[src/rtl/line_follow_pd_steering_macros.svh]
// Assertion macros for the line follower PD steering block.
`ifndef LINE_FOLLOW_PD_STEERING_MACROS_SVH
`define LINE_FOLLOW_PD_STEERING_MACROS_SVH
`ifndef SYNTHESIS
// Same-cycle implication, sampled on clk, off while rst_n is low.
`define LFPD_ASSERT_IMP(lbl, ante, cons) \
    lbl: assert property (@(posedge clk) disable iff (!rst_n) (ante) |-> (cons)) \
        else $error("lfpd assertion failed");
// Next-cycle implication, sampled on clk, off while rst_n is low.
`define LFPD_ASSERT_NXT(lbl, ante, cons) \
    lbl: assert property (@(posedge clk) disable iff (!rst_n) (ante) |=> (cons)) \
        else $error("lfpd assertion failed");
`else
`define LFPD_ASSERT_IMP(lbl, ante, cons)
`define LFPD_ASSERT_NXT(lbl, ante, cons)
`endif
`endif

[src/rtl/lfpd_pkg.sv]
// Package: microcode, constants, gain tables and helpers for the PD steering block.
`timescale 1ns / 1ps
`default_nettype none

package lfpd_pkg;

    // Gain table depth and configuration register indexes
    localparam int GAIN_TABLE_DEPTH = 8;

    localparam logic [2:0] CFG_BASE_SPEED   = 3'd0;
    localparam logic [2:0] CFG_SEARCH_SPEED = 3'd1;
    localparam logic [2:0] CFG_SEARCH_GAIN  = 3'd2;
    localparam logic [2:0] CFG_SEARCH_CAP   = 3'd3;
    localparam logic [2:0] CFG_SLEW_LIMIT   = 3'd4;

    localparam logic [13:0] BASE_SPEED_RST   = 14'd11469;
    localparam logic [13:0] SEARCH_SPEED_RST = 14'd4915;
    localparam logic [11:0] SEARCH_GAIN_RST  = 12'd1245;
    localparam logic [2:0]  SEARCH_CAP_RST   = 3'd6;
    localparam logic [3:0]  SLEW_LIMIT_RST   = 4'd5;

    // Result modes
    localparam logic [1:0] MODE_TRACK         = 2'd0;
    localparam logic [1:0] MODE_CROSSING      = 2'd1;
    localparam logic [1:0] MODE_SEARCH        = 2'd2;
    localparam logic [1:0] MODE_LOST_STRAIGHT = 2'd3;

    // Sensor weights, left to right
    localparam logic signed [4:0] SENSOR_WEIGHT [0:7] = '{
        -5'sd7, -5'sd5, -5'sd3, -5'sd1, 5'sd1, 5'sd3, 5'sd5, 5'sd7
    };

    // PD gains, Q1.15, indexed by filtered error magnitude
    localparam logic [9:0] KP_ROM [0:GAIN_TABLE_DEPTH-1] = '{
        10'd262, 10'd393, 10'd590, 10'd590, 10'd668, 10'd613, 10'd557, 10'd498
    };
    localparam logic [7:0] KD_ROM [0:GAIN_TABLE_DEPTH-1] = '{
        8'd154, 8'd193, 8'd246, 8'd246, 8'd210, 8'd193, 8'd246, 8'd246
    };

    // Datapath operations
    localparam logic [3:0] OP_NOP        = 4'd0;
    localparam logic [3:0] OP_LOAD       = 4'd1;
    localparam logic [3:0] OP_SUM        = 4'd2;
    localparam logic [3:0] OP_DIV        = 4'd3;
    localparam logic [3:0] OP_SLEW       = 4'd4;
    localparam logic [3:0] OP_PTERM      = 4'd5;
    localparam logic [3:0] OP_DTERM      = 4'd6;
    localparam logic [3:0] OP_FIN_TRACK  = 4'd7;
    localparam logic [3:0] OP_CROSS      = 4'd8;
    localparam logic [3:0] OP_LOST_MUL   = 4'd9;
    localparam logic [3:0] OP_FIN_SEARCH = 4'd10;
    localparam logic [3:0] OP_EMIT       = 4'd11;

    // Jump conditions
    localparam logic [2:0] JC_NEVER    = 3'd0;
    localparam logic [2:0] JC_ALWAYS   = 3'd1;
    localparam logic [2:0] JC_NO_INPUT = 3'd2;
    localparam logic [2:0] JC_ALL_SET  = 3'd3;
    localparam logic [2:0] JC_NONE_SET = 3'd4;
    localparam logic [2:0] JC_DIV_MORE = 3'd5;
    localparam logic [2:0] JC_OUT_BUSY = 3'd6;

    // Step addresses
    localparam logic [3:0] STEP_IDLE       = 4'd0;
    localparam logic [3:0] STEP_SUM        = 4'd1;
    localparam logic [3:0] STEP_EMPTY      = 4'd2;
    localparam logic [3:0] STEP_DIV        = 4'd3;
    localparam logic [3:0] STEP_SLEW       = 4'd4;
    localparam logic [3:0] STEP_PTERM      = 4'd5;
    localparam logic [3:0] STEP_DTERM      = 4'd6;
    localparam logic [3:0] STEP_FIN_TRACK  = 4'd7;
    localparam logic [3:0] STEP_CROSS      = 4'd8;
    localparam logic [3:0] STEP_LOST       = 4'd9;
    localparam logic [3:0] STEP_FIN_SEARCH = 4'd10;
    localparam logic [3:0] STEP_EMIT       = 4'd15;

    typedef struct packed {
        logic [3:0] op;
        logic [2:0] cond;
        logic [3:0] target;
    } ctrl_word_t;

    // Microprogram; a step that does not jump falls through to the next address
    function automatic ctrl_word_t ucode_rom(input logic [3:0] addr);
        ctrl_word_t w;
        unique case (addr)
            STEP_IDLE:       w = '{op: OP_LOAD,       cond: JC_NO_INPUT, target: STEP_IDLE};
            STEP_SUM:        w = '{op: OP_SUM,        cond: JC_ALL_SET,  target: STEP_CROSS};
            STEP_EMPTY:      w = '{op: OP_NOP,        cond: JC_NONE_SET, target: STEP_LOST};
            STEP_DIV:        w = '{op: OP_DIV,        cond: JC_DIV_MORE, target: STEP_DIV};
            STEP_SLEW:       w = '{op: OP_SLEW,       cond: JC_NEVER,    target: STEP_IDLE};
            STEP_PTERM:      w = '{op: OP_PTERM,      cond: JC_NEVER,    target: STEP_IDLE};
            STEP_DTERM:      w = '{op: OP_DTERM,      cond: JC_NEVER,    target: STEP_IDLE};
            STEP_FIN_TRACK:  w = '{op: OP_FIN_TRACK,  cond: JC_ALWAYS,   target: STEP_EMIT};
            STEP_CROSS:      w = '{op: OP_CROSS,      cond: JC_ALWAYS,   target: STEP_EMIT};
            STEP_LOST:       w = '{op: OP_LOST_MUL,   cond: JC_NEVER,    target: STEP_IDLE};
            STEP_FIN_SEARCH: w = '{op: OP_FIN_SEARCH, cond: JC_ALWAYS,   target: STEP_EMIT};
            STEP_EMIT:       w = '{op: OP_EMIT,       cond: JC_OUT_BUSY, target: STEP_EMIT};
            default:         w = '{op: OP_NOP,        cond: JC_ALWAYS,   target: STEP_IDLE};
        endcase
        return w;
    endfunction

    // Saturate to signed 16 bits
    function automatic logic signed [15:0] sat16(input logic signed [17:0] v);
        logic signed [15:0] r;
        if (v > 18'sd32767) begin
            r = 16'sh7fff;
        end else if (v < -18'sd32768) begin
            r = 16'sh8000;
        end else begin
            r = v[15:0];
        end
        return r;
    endfunction

endpackage

`default_nettype wire

[src/rtl/line_follow_pd_steering.sv]
// Line follower PD steering: microcoded sequencer, datapath and result register.
//
//   channel   dir   handshake              payload
//   in        in    in_valid / in_stall    sensor_bits
//   out       out   out_valid / out_stall  left_speed, right_speed, line_error,
//                                          last_valid_error, line_lost, mode
//   cfg       in    cfg_valid / cfg_ready  cfg_index, cfg_data
//
// One word at a time runs through the microprogram. While tracking it sums the sensors,
// runs the quotient loop, slew-limits the error, forms the P and D terms and builds the
// result; when the line is lost it forms the search product first; at a crossing it builds
// the result at once. The emit step loads the result register; the next word is taken in idle.
// Reset clears the sequencer, the result valid and the error state, and presets the configuration registers.
// A stalled result holds the sequencer in its emit step until the register frees.
`timescale 1ns / 1ps
`default_nettype none

module line_follow_pd_steering (
    input  wire logic               clk,
    input  wire logic               rst_n,
    input  wire logic               in_valid,
    output logic                    in_stall,
    input  wire logic [7:0]         sensor_bits,
    output logic                    out_valid,
    input  wire logic               out_stall,
    output logic signed [15:0]      left_speed,
    output logic signed [15:0]      right_speed,
    output logic signed [3:0]       line_error,
    output logic signed [3:0]       last_valid_error,
    output logic                    line_lost,
    output logic [1:0]              mode,
    input  wire logic               cfg_valid,
    output logic                    cfg_ready,
    input  wire logic [2:0]         cfg_index,
    input  wire logic [13:0]        cfg_data
);
    import lfpd_pkg::*;

`include "line_follow_pd_steering_macros.svh"

    // Sequencer
    logic [3:0]  pc_reg;
    logic [3:0]  pc_next;
    ctrl_word_t  cw;
    logic        jump;

    // Configuration
    logic [13:0] base_speed_reg;
    logic [13:0] search_speed_reg;
    logic [11:0] search_gain_reg;
    logic [2:0]  search_cap_reg;
    logic [3:0]  slew_limit_reg;

    // Error state
    logic signed [3:0] previous_reg;
    logic signed [3:0] remembered_reg;
    logic signed [3:0] smoothed_reg;

    // Datapath
    logic [7:0]         bits_reg;
    logic               wsum_neg_reg;
    logic [4:0]         rem_reg;
    logic [2:0]         count_reg;
    logic [2:0]         quo_reg;
    logic [1:0]         div_k_reg;
    logic signed [3:0]  lerr_reg;
    logic [2:0]         idx_reg;
    logic signed [4:0]  deriv_reg;
    logic signed [17:0] acc_reg;

    // Staged result
    logic signed [15:0] res_left_reg;
    logic signed [15:0] res_right_reg;
    logic signed [3:0]  res_lerr_reg;
    logic               res_lost_reg;
    logic [1:0]         res_mode_reg;

    // Result register
    logic               out_valid_reg;
    logic               out_valid_next;
    logic signed [15:0] left_reg;
    logic signed [15:0] right_reg;
    logic signed [3:0]  lerr_out_reg;
    logic signed [3:0]  last_err_reg;
    logic               lost_reg;
    logic [1:0]         mode_reg;

    logic in_fire;
    logic emit_fire;

    // Combinational datapath terms
    logic signed [5:0]  wsum_c;
    logic signed [5:0]  wsum_neg_c;
    logic [3:0]         cnt_c;
    logic [5:0]         div_sh_c;
    logic [5:0]         rem_ext_c;
    logic [5:0]         rem_sub_c;
    logic signed [3:0]  quo_s_c;
    logic signed [3:0]  lerr_c;
    logic signed [5:0]  delta_c;
    logic signed [5:0]  lim_c;
    logic signed [5:0]  delta_lim_c;
    logic signed [3:0]  smooth_neg_c;
    logic [2:0]         idx_c;
    logic signed [4:0]  deriv_c;
    logic signed [17:0] pterm_c;
    logic signed [17:0] dterm_c;
    logic signed [17:0] base_c;
    logic signed [17:0] corr_c;
    logic signed [3:0]  remem_neg_c;
    logic [2:0]         remem_abs_c;
    logic [2:0]         capped_c;
    logic [14:0]        sprod_c;
    logic signed [17:0] search_c;

    // Ports
    assign in_stall         = (pc_reg != STEP_IDLE);
    assign cfg_ready        = 1'b1;
    assign out_valid        = out_valid_reg;
    assign left_speed       = left_reg;
    assign right_speed      = right_reg;
    assign line_error       = lerr_out_reg;
    assign last_valid_error = last_err_reg;
    assign line_lost        = lost_reg;
    assign mode             = mode_reg;

    // Fetch the control word and pick the next step
    assign cw        = ucode_rom(pc_reg);
    assign in_fire   = (pc_reg == STEP_IDLE) && in_valid;
    assign emit_fire = (cw.op == OP_EMIT) && !(out_valid_reg && out_stall);

    always_comb
    begin
        unique case (cw.cond)
            JC_NEVER:    jump = 1'b0;
            JC_ALWAYS:   jump = 1'b1;
            JC_NO_INPUT: jump = !in_valid;
            JC_ALL_SET:  jump = (cnt_c == 4'd8);
            JC_NONE_SET: jump = (cnt_c == 4'd0);
            JC_DIV_MORE: jump = (div_k_reg != 2'd0);
            JC_OUT_BUSY: jump = out_valid_reg && out_stall;
            default:     jump = 1'b0;
        endcase
        pc_next = jump ? cw.target : 4'(pc_reg + 4'd1);
    end

    // Weighted sum and hit count of the sensors
    always_comb
    begin
        wsum_c = '0;
        cnt_c  = '0;
        for (int i = 0; i < 8; i++)
        begin
            if (bits_reg[i])
            begin
                wsum_c = wsum_c + $signed({SENSOR_WEIGHT[i][4], SENSOR_WEIGHT[i]});
                cnt_c  = cnt_c + {3'b000, bits_reg[i]};
            end
        end
        wsum_neg_c = -wsum_c;
    end

    // One quotient bit per step
    assign div_sh_c  = {3'b000, count_reg} << div_k_reg;
    assign rem_ext_c = {1'b0, rem_reg};
    assign rem_sub_c = rem_ext_c - div_sh_c;

    // Signed raw error and slew limit
    always_comb
    begin
        quo_s_c = $signed({1'b0, quo_reg});
        lerr_c  = wsum_neg_reg ? -quo_s_c : quo_s_c;
        delta_c = $signed({{2{lerr_c[3]}}, lerr_c}) -
                  $signed({{2{smoothed_reg[3]}}, smoothed_reg});
        lim_c   = $signed({2'b00, slew_limit_reg});
        if (delta_c > lim_c) begin
            delta_lim_c = lim_c;
        end else if (delta_c < -lim_c) begin
            delta_lim_c = -lim_c;
        end else begin
            delta_lim_c = delta_c;
        end
    end

    // Gain index, derivative and the two PD products
    always_comb
    begin
        smooth_neg_c = -smoothed_reg;
        idx_c        = smoothed_reg[3] ? smooth_neg_c[2:0] : smoothed_reg[2:0];
        deriv_c      = $signed({smoothed_reg[3], smoothed_reg}) -
                       $signed({previous_reg[3], previous_reg});
        pterm_c      = $signed({8'b0, KP_ROM[idx_c]}) *
                       $signed({{14{smoothed_reg[3]}}, smoothed_reg});
        dterm_c      = $signed({10'b0, KD_ROM[idx_reg]}) *
                       $signed({{13{deriv_reg[4]}}, deriv_reg});
    end

    // Clamp the tracking correction to the base speed
    always_comb
    begin
        base_c = $signed({4'b0000, base_speed_reg});
        if (acc_reg > base_c) begin
            corr_c = base_c;
        end else if (acc_reg < -base_c) begin
            corr_c = -base_c;
        end else begin
            corr_c = acc_reg;
        end
    end

    // Search correction from the remembered error
    always_comb
    begin
        remem_neg_c = -remembered_reg;
        remem_abs_c = remembered_reg[3] ? remem_neg_c[2:0] : remembered_reg[2:0];
        capped_c    = (remem_abs_c > search_cap_reg) ? search_cap_reg : remem_abs_c;
        sprod_c     = {3'b000, search_gain_reg} * {12'b0, capped_c};
        search_c    = $signed({4'b0000, search_speed_reg});
    end

    // Sequencer, configuration and error state
    always_ff @(posedge clk or negedge rst_n)
    begin
        if (!rst_n)
        begin
            pc_reg           <= STEP_IDLE;
            base_speed_reg   <= BASE_SPEED_RST;
            search_speed_reg <= SEARCH_SPEED_RST;
            search_gain_reg  <= SEARCH_GAIN_RST;
            search_cap_reg   <= SEARCH_CAP_RST;
            slew_limit_reg   <= SLEW_LIMIT_RST;
            previous_reg     <= '0;
            remembered_reg   <= '0;
            smoothed_reg     <= '0;
            out_valid_reg    <= 1'b0;
        end
        else
        begin
            pc_reg        <= pc_next;
            out_valid_reg <= out_valid_next;

            // Take configuration writes; unknown indexes drop
            if (cfg_valid && cfg_ready)
            begin
                unique case (cfg_index)
                    CFG_BASE_SPEED:   base_speed_reg   <= cfg_data;
                    CFG_SEARCH_SPEED: search_speed_reg <= cfg_data;
                    CFG_SEARCH_GAIN:  search_gain_reg  <= cfg_data[11:0];
                    CFG_SEARCH_CAP:   search_cap_reg   <= cfg_data[2:0];
                    CFG_SLEW_LIMIT:   slew_limit_reg   <= cfg_data[3:0];
                    default:          ;
                endcase
            end

            // Advance the error state on tracking ticks only
            if (cw.op == OP_SLEW)
            begin
                remembered_reg <= lerr_c;
                smoothed_reg   <= smoothed_reg + $signed(delta_lim_c[3:0]);
            end
            if (cw.op == OP_PTERM)
            begin
                previous_reg <= smoothed_reg;
            end
        end
    end

    // Result valid: set on emit, drop when taken
    always_comb
    begin
        if (emit_fire) begin
            out_valid_next = 1'b1;
        end else if (out_valid_reg && !out_stall) begin
            out_valid_next = 1'b0;
        end else begin
            out_valid_next = out_valid_reg;
        end
    end

    // Datapath registers, driven by the current operation
    always_ff @(posedge clk)
    begin
        unique case (cw.op)
            OP_LOAD:
            begin
                if (in_fire) begin
                    bits_reg <= sensor_bits;
                end
            end
            OP_SUM:
            begin
                wsum_neg_reg <= wsum_c[5];
                rem_reg      <= wsum_c[5] ? wsum_neg_c[4:0] : wsum_c[4:0];
                count_reg    <= cnt_c[2:0];
                quo_reg      <= '0;
                div_k_reg    <= 2'd2;
            end
            OP_DIV:
            begin
                if (rem_ext_c >= div_sh_c)
                begin
                    rem_reg            <= rem_sub_c[4:0];
                    quo_reg[div_k_reg] <= 1'b1;
                end
                div_k_reg <= div_k_reg - 2'd1;
            end
            OP_SLEW:
            begin
                lerr_reg <= lerr_c;
            end
            OP_PTERM:
            begin
                idx_reg   <= idx_c;
                deriv_reg <= deriv_c;
                acc_reg   <= pterm_c;
            end
            OP_DTERM:
            begin
                acc_reg <= acc_reg + dterm_c;
            end
            OP_FIN_TRACK:
            begin
                res_left_reg  <= sat16(base_c + corr_c);
                res_right_reg <= sat16(base_c - corr_c);
                res_lerr_reg  <= lerr_reg;
                res_lost_reg  <= 1'b0;
                res_mode_reg  <= MODE_TRACK;
            end
            OP_CROSS:
            begin
                res_left_reg  <= base_c[15:0];
                res_right_reg <= base_c[15:0];
                res_lerr_reg  <= '0;
                res_lost_reg  <= 1'b0;
                res_mode_reg  <= MODE_CROSSING;
            end
            OP_LOST_MUL:
            begin
                acc_reg <= remembered_reg[3] ? -$signed({3'b000, sprod_c})
                                             : $signed({3'b000, sprod_c});
            end
            OP_FIN_SEARCH:
            begin
                res_lerr_reg <= '0;
                res_lost_reg <= 1'b1;
                if (remembered_reg == 4'sd0)
                begin
                    res_left_reg  <= base_c[15:0];
                    res_right_reg <= base_c[15:0];
                    res_mode_reg  <= MODE_LOST_STRAIGHT;
                end
                else
                begin
                    res_left_reg  <= sat16(search_c + acc_reg);
                    res_right_reg <= sat16(search_c - acc_reg);
                    res_mode_reg  <= MODE_SEARCH;
                end
            end
            OP_EMIT:
            begin
                if (emit_fire)
                begin
                    left_reg     <= res_left_reg;
                    right_reg    <= res_right_reg;
                    lerr_out_reg <= res_lerr_reg;
                    last_err_reg <= remembered_reg;
                    lost_reg     <= res_lost_reg;
                    mode_reg     <= res_mode_reg;
                end
            end
            default: ;
        endcase
    end

    // Checks
    `LFPD_ASSERT_IMP(a_lost_matches_mode, out_valid_reg, (lost_reg == ((mode_reg == MODE_SEARCH) || (mode_reg == MODE_LOST_STRAIGHT))))
    `LFPD_ASSERT_IMP(a_err_zero_off_track, (out_valid_reg && (mode_reg != MODE_TRACK)), (lerr_out_reg == 4'sd0))
    `LFPD_ASSERT_IMP(a_smoothed_in_range, 1'b1, (smoothed_reg != -4'sd8))
    `LFPD_ASSERT_NXT(a_emit_returns_idle, ((pc_reg == STEP_EMIT) && !(out_valid_reg && out_stall)), (out_valid_reg && (pc_reg == STEP_IDLE)))

endmodule

`default_nettype wire

[config.mk]
export PLATFORM = sky130hd
export DESIGN_NAME = line_follow_pd_steering
export DESIGN_NICKNAME = d
export VERILOG_FILES = /design/src/rtl/lfpd_pkg.sv /design/src/rtl/line_follow_pd_steering.sv
export VERILOG_INCLUDE_DIRS = /design/src /design/src/rtl
export SDC_FILE = /design/constraint.sdc
export NUM_CORES = 1
export LEC_CHECK = 0
export CORE_UTILIZATION = 60
export DETAILED_ROUTE_END_ITERATION = 16
export DONT_BUFFER_PORTS = 1
export PLACE_DENSITY = 0.79
export SLEW_MARGIN = 20
export SYNTH_ARGS = -nofsm -noshare
export SYNTH_HDL_FRONTEND = slang
export SYNTH_SLANG_ARGS = --single-unit
[constraint.sdc]
create_clock -name clk -period 7.67 [get_ports clk]
set_input_delay 0.3835 -clock clk [delete_from_list [all_inputs] [get_ports clk]]
set_output_delay 0.3835 -clock clk [all_outputs]
set_load 0.01 [all_outputs]
==> results.yml, run 1 <==
floorplan:
  initial_core_util: 0.6144
  design.core.area_um2: 32700
  die_w_um: 185.0
  io_pins: 76
  dieArea_um2: 34220
  rows: 66
  die_h_um: 185.0
global_route:
  grtUsageTotal: 0.3400
  first_global_vias: 16672
  grt_pass1_wl_um: 89360
  grt_max_degree: 65
  grt_antenna_before_repair: 1
  grt_overflow: 0
cts:
  cts_tree: "done"
  cts-root-buf: "clkbuf_16"
  cts_made_buffers: 17
  cts.reportedPaths.clkPinSlew_ns: 0.09
  insertion_delay_ns: 0.46
  cts.htree.levels: 4
  clk_path_buf_depth: 2
  clock-sinks: 198
layout:
  largest_reg_flops: 18
  drive_gt1_frac: 0.08495
  synthToLayoutAreaGrowth_pct: 6.850
  seq_area_um2: 5659
  diodes: 0
  multi_input_area_um2: 13350
  layout.cells.non_filler: 2655
  fillers: 2683
  layout_commonest_cell: "ha_1"
  final_cell_mix: "256 x ha_1, 228 x inv_1, 196 x nand2_1"
  final_nets: 2554
placement:
  dp_cells: 2621
  hpwl_um: 44960
  io_buffer_count: 0
  routabilityCongestion: 1.015
logic_synthesis:
  synth_top_area_frac: 0.2003
  yosysWarnings: 0
  yosysSeqAreaShare: 0.2816
  syn_area_um2: 20090
  yosys_most_used_dff: "edfxtp_1"
  synth.largest_area_cell: "edfxtp_1"
  yosysUniqueCellTypes: 96
  async_reset_ff_frac: 0.3232
  synth_fp_nets: 2562
  synth-edff-count: 134
  syn_inst: 2208
  ys_top_cells_by_area: "edfxtp_1 20%, ha_1 16%, fa_1 6.8%"
  ys_seq_elements: 198
  avgSynthCellArea_um2: 9.099
timing:
  max_freq_mhz: 138.5
  worst_pin_slew_ns: 1.259
  max_slew_margin: 0.1576
  setup_viol: 0
  drv_slew: 0
  period_share: 0.9411
  fin_setup_tns_ns: 0
  fin_skew_ns: 0.01952
  period_needed_ns: 7.218
  rsz0062_at_grt: "false"
  hold_violations: 0
critical_path:
  cp_max_fo: 9
  max_stage_delay_ns: 0.50
  cp_top_family: "compound AO/OA/AOI/OAI gates"
  cp_num_buf_inv: 1
  required_ns: 7.86
  critPathCaptureType: "flop"
  startpoint_type: "flop"
  critical_path_class: "flop to flop"
  crit_path_top_delay_cell: "nor3_1"
  cp.arrival_ns: 7.40
drt:
  via_per_inst: 6.342
  drt_iter0_markers: 1530
  drc: 0
  vias: 16837
  wirelength_um: 56200
  drt_pass1_iterations: 7
  ant_nets: 0
  wl_per_cell_um: 21.17
status:
  outcome: "completed"
hold_path:
  hold_class: "input pin to flop"
job:
  drv_cap: 0
-- cell type report --
| type | count | share of cell area |
|---|---|---|
| well taps | 442 | 0.02576 |
| clock inverters | 15 | 0.009267 |
| clock buffers | 17 | 0.01982 |
| multi-input cells | 1700 | 0.6221 |
| repair buffers | 51 | 0.01888 |
| flip-flops and latches | 198 | 0.2636 |
| inverters | 232 | 0.04057 |
-- cells by family (layout without fill, tap and decap cells) --
logic type,after synthesis,in the layout,share of synthesized area
other cells,1,1,0.0001867
flops,198,198,0.2816
buf+inv,310,315,0.05854
mux,72,72,0.03923
fa+ha+maj,324,324,0.2272
compound gates,556,556,0.1815
xor+xnor,143,143,0.06408
simple gates,604,604,0.1476
-- per-stage QoR --
step | worst slack [ns] | utilization | hold slack (ns) | instance area, um2
final | 0.4520 | 0.6565 | 0.01610 | 21470
after global routing | 0.1017 | 0.6565 | 0.002625 | 21470
after CTS | 0.5148 | 0.6562 | 0.01107 | 21460
after detailed placement | 0.5874 | 0.6360 | 0.09097 | 20800
after global placement | 0.7055 | 0.6360 | 0.09079 | 20800
after floorplan | 0.4926 | - | 0.08791 | 20090
-- final timing paths --
| kind | from | to | slack (ns) | cells after the start |
|---|---|---|---|---|
| hold / removal | sensor_bits[6] | bits_reg[6] | 0.02 | 0 |
| setup reg to reg | base_speed_reg[4] | res_right_reg[10] | 0.45 | 25 |
| hold reg to reg | res_lerr_reg[3] | line_error[3] | 0.42 | 0 |
| max in group asynchronous | rst_n | slew_limit_reg[2] | 6.83 | 2 |
| min in group asynchronous | rst_n | search_speed_reg[13] | 0.49 | 2 |
| setup / recovery | base_speed_reg[4] | res_right_reg[10] | 0.45 | 25 |
-- cells in the mapped netlist (16+ instances only) --
library cell  count
o21ai_0         139
xnor2_1         104
a21o_1           40
o221ai_1         16
and2_1           45
a21oi_1         125
nand4_1          18
o211ai_1         22
o21a_1           20
a31oi_1          22
edfxtp_1        134
mux2_2           41
ha_1            256
nor2_1          122
clkbuf_1         68
o31ai_1          20
xor2_1           36
or3_1            20
nor3_1           55
nand2b_1         30
nand3_1          27
mux2i_1          29
nor2b_1          22
inv_1           228
fa_1             68
nand2_1         196
dfstp_2          26
dfrtp_1          38
-- timing repair --
item,4_1_cts,5_1_grt
endpoints found under the setup margin,0,5
endpoints found under the hold margin,64,0
gates resized for setup,0,3
hold buffers,2,0
buffers inserted,0,0
-- metal layers --
layer,vias to the layer above,track usage,share of wire
li1,7859,-,-
met1,8066,0.4140,0.40
met2,742,0.5826,0.48
met3,170,0.04326,0.064
met4,0,0.1874,0.059
met5,-,0,0
-- worst register-to-register path, cell delays in order (launching register included) --
cell and delay, ns:
dfrtp_1 0.46, or3_1 0.42, or3_1 0.38, nor3_1 0.50
nand3b_1 0.17, xnor2_1 0.23, ha_1 0.29, a21oi_1 0.17
o21a_1 0.14, o22ai_1 0.11, a221oi_4 0.48, buf_4 0.26
mux2i_1 0.08, and2_1 0.17, a21o_1 0.19, ha_1 0.42
nor4_1 0.46, o2111ai_1 0.20, nand4b_1 0.16, o21bai_1 0.12
a21oi_1 0.26, a21bo_2 0.27, a211oi_1 0.34, a2111o_1 0.19
a21boi_0 0.31, o211ai_1 0.18
Power of run 1 is left out: the tool's default activity adds up to more than one toggle a clock period on the data nets, which glitch-free logic cannot reach.
==> run 2: changes to the inputs <==
Settings changed: ABC_AREA set to 1.
==> run 2 against run 1 <==
First-iteration DRC count is 7.8% lower; area after synthesis is 0.39% lower; setup slack gained 0.30 ns; cell count is 15% higher; sequential share of layout area up 0.55 points; fmax grew 4.3%; register-to-register slack improved by 0.30 ns.
==> results.yml, run 2 <==
logic_synthesis:
  ys_top_cells_by_area: "edfxtp_1 20%, ha_1 16%, nand2_1 12%"
  synth-edff-count: 134
  synth_top_area_frac: 0.2011
  syn_area_um2: 20010
  yosys_most_used_dff: "edfxtp_1"
  syn_inst: 2627
  yosysUniqueCellTypes: 63
  ys_seq_elements: 198
  async_reset_ff_frac: 0.3232
  ys_top_cells_by_count: "638 x nand2_1, 394 x inv_1, 256 x ha_1, 206 x nor2_1, 183 x o21ai_0"
  yosysWarnings: 0
  synthMostInstantiatedCell: "nand2_1"
  synth.largest_area_cell: "edfxtp_1"
  synth_fp_nets: 2981
  yosysSeqAreaShare: 0.2827
  avgSynthCellArea_um2: 7.618
layout:
  final_cell_mix: "638 x nand2_1, 394 x inv_1, 256 x ha_1"
  diodes: 0
  layout_commonest_cell: "nand2_1"
  fillers: 2896
  synthToLayoutAreaGrowth_pct: 5.039
  largest_reg_flops: 18
  final_nets: 2956
  drive_gt1_frac: 0.05736
global_route:
  grt_antenna_before_repair: 1
  grt_overflow: 0
  grtUsageTotal: 0.3213
  grt_pass1_wl_um: 84660
  first_global_vias: 16542
  grt_max_degree: 65
cts:
  insertion_delay_ns: 0.47
  clk_path_buf_depth: 2
  cts_setup_buffers: 0
  cts.htree.levels: 4
  cts_tree: "done"
  cts_made_buffers: 17
  clock-sinks: 198
  postCtsHoldBufs: 6
  cts.reportedPaths.clkPinSlew_ns: 0.08
  cts_resized: 0
  cts-root-buf: "clkbuf_16"
placement:
  io_buffer_count: 0
  routabilityCongestion: 0.9905
  hpwl_um: 42280
critical_path:
  startpoint_type: "flop"
  startpoint: "smoothed_reg[0]"
  r2r-start: "smoothed_reg[0]"
  required_ns: 7.88
  crit_path_frequent_cell: "nand2_1"
  max_stage_delay_ns: 0.63
  critPathCaptureType: "flop"
  crit_path_top_delay_cell: "dfrtp_1"
  cp.arrival_ns: 7.13
  ff2ff_setup_slack_ns: 0.75
  cp_max_fo: 14
  critical_path_class: "flop to flop"
floorplan:
  design.core.area_um2: 32700
  rows: 66
  die_h_um: 184.6
  io_pins: 76
  dieArea_um2: 34090
  die_w_um: 184.6
  initial_core_util: 0.6120
drt:
  drt_iter0_markers: 1411
  wl_per_cell_um: 17.22
  drc: 0
  wirelength_um: 52640
  via_per_inst: 5.694
  vias: 17408
  drt_pass1_iterations: 6
  ant_nets: 0
timing:
  rsz0062_at_grt: "false"
  worst_pin_slew_ns: 1.117
  fin_skew_ns: 0.01344
  setup_viol: 0
  drv_slew: 0
  fin_setup_tns_ns: 0
  max_freq_mhz: 144.6
  hold_violations: 0
  period_needed_ns: 6.918
  period_share: 0.9020
  max_slew_margin: 0.2529
hold_path:
  hold_class: "input pin to flop"
  hp-start: "sensor_bits[7]"
job:
  drv_cap: 0
status:
  outcome: "completed"
==> run 2: layer usage <==
metal | vias up | wire [um] | track usage | share of wire
met5 | - | 0 | 0 | 0
met4 | 0 | 1992 | 0.1316 | 0.038
met3 | 123 | 3568 | 0.04683 | 0.068
met2 | 635 | 24590 | 0.5384 | 0.47
met1 | 8154 | 22500 | 0.4155 | 0.43
li1 | 8496 | - | - | -
==> run 2: per-stage QoR <==
stage | setup slack (ns) | utilization | instance area, um2 | hold slack [ns] | cells
final | 0.7520 | 0.6428 | 21020 | 0.008482 | 3057
after global routing | 0.2682 | 0.6428 | 21020 | 0.006667 | 3057
after CTS | 0.8506 | 0.6428 | 21020 | 0.0005109 | 3057
after detailed placement | 0.9250 | 0.6224 | 20350 | 0.08947 | 3019
after global placement | 1.038 | 0.6224 | 20350 | 0.08962 | 3019
after floorplan | 1.808 | - | 20010 | 0.08791 | 2627
==> run 2: cells by family after synthesis <==
family,share of synthesized area
AOI/OAI and AO/OA,0.1255
xor gates and xnor gates,0.04508
adders and majority gates,0.2281
buffers and inverters,0.09390
DFF,0.2827
muxes,0.0005002
other,0.0001874
and+or+nand+nor,0.2241
==> run 2: final cells by class <==
type                    count  area (um2)  share of cell area
clock inverters            14       151.4            0.007202
clock buffers              18       439.2             0.02089
inverters                 424        1592             0.07571
flip-flops and latches    198        5658              0.2692
repair buffers             15       145.1            0.006904
multi-input cells        1946       12480              0.5938
well taps                 442       553.0             0.02631
==> run 2: final timing paths <==
kind                                        end  cells after the start
max                                 acc_reg[13]                     28
min                                 bits_reg[7]                      0
max reg2reg                         acc_reg[13]                     28
min reg2reg                      right_speed[9]                      0
max in group asynchronous  search_speed_reg[12]                      2
min in group asynchronous   search_gain_reg[11]                      2
==> run 2: critical path, delay by kind of cell (launching register included) <==
family,cells,cell delay (ns)
buffers and inverters,4,0.90
AOI/OAI and AO/OA,8,1.43
adders and majority gates,7,2.79
and+or+nand+nor,9,0.91
DFF,1,0.63
Power of run 2 is left out for the same reason.
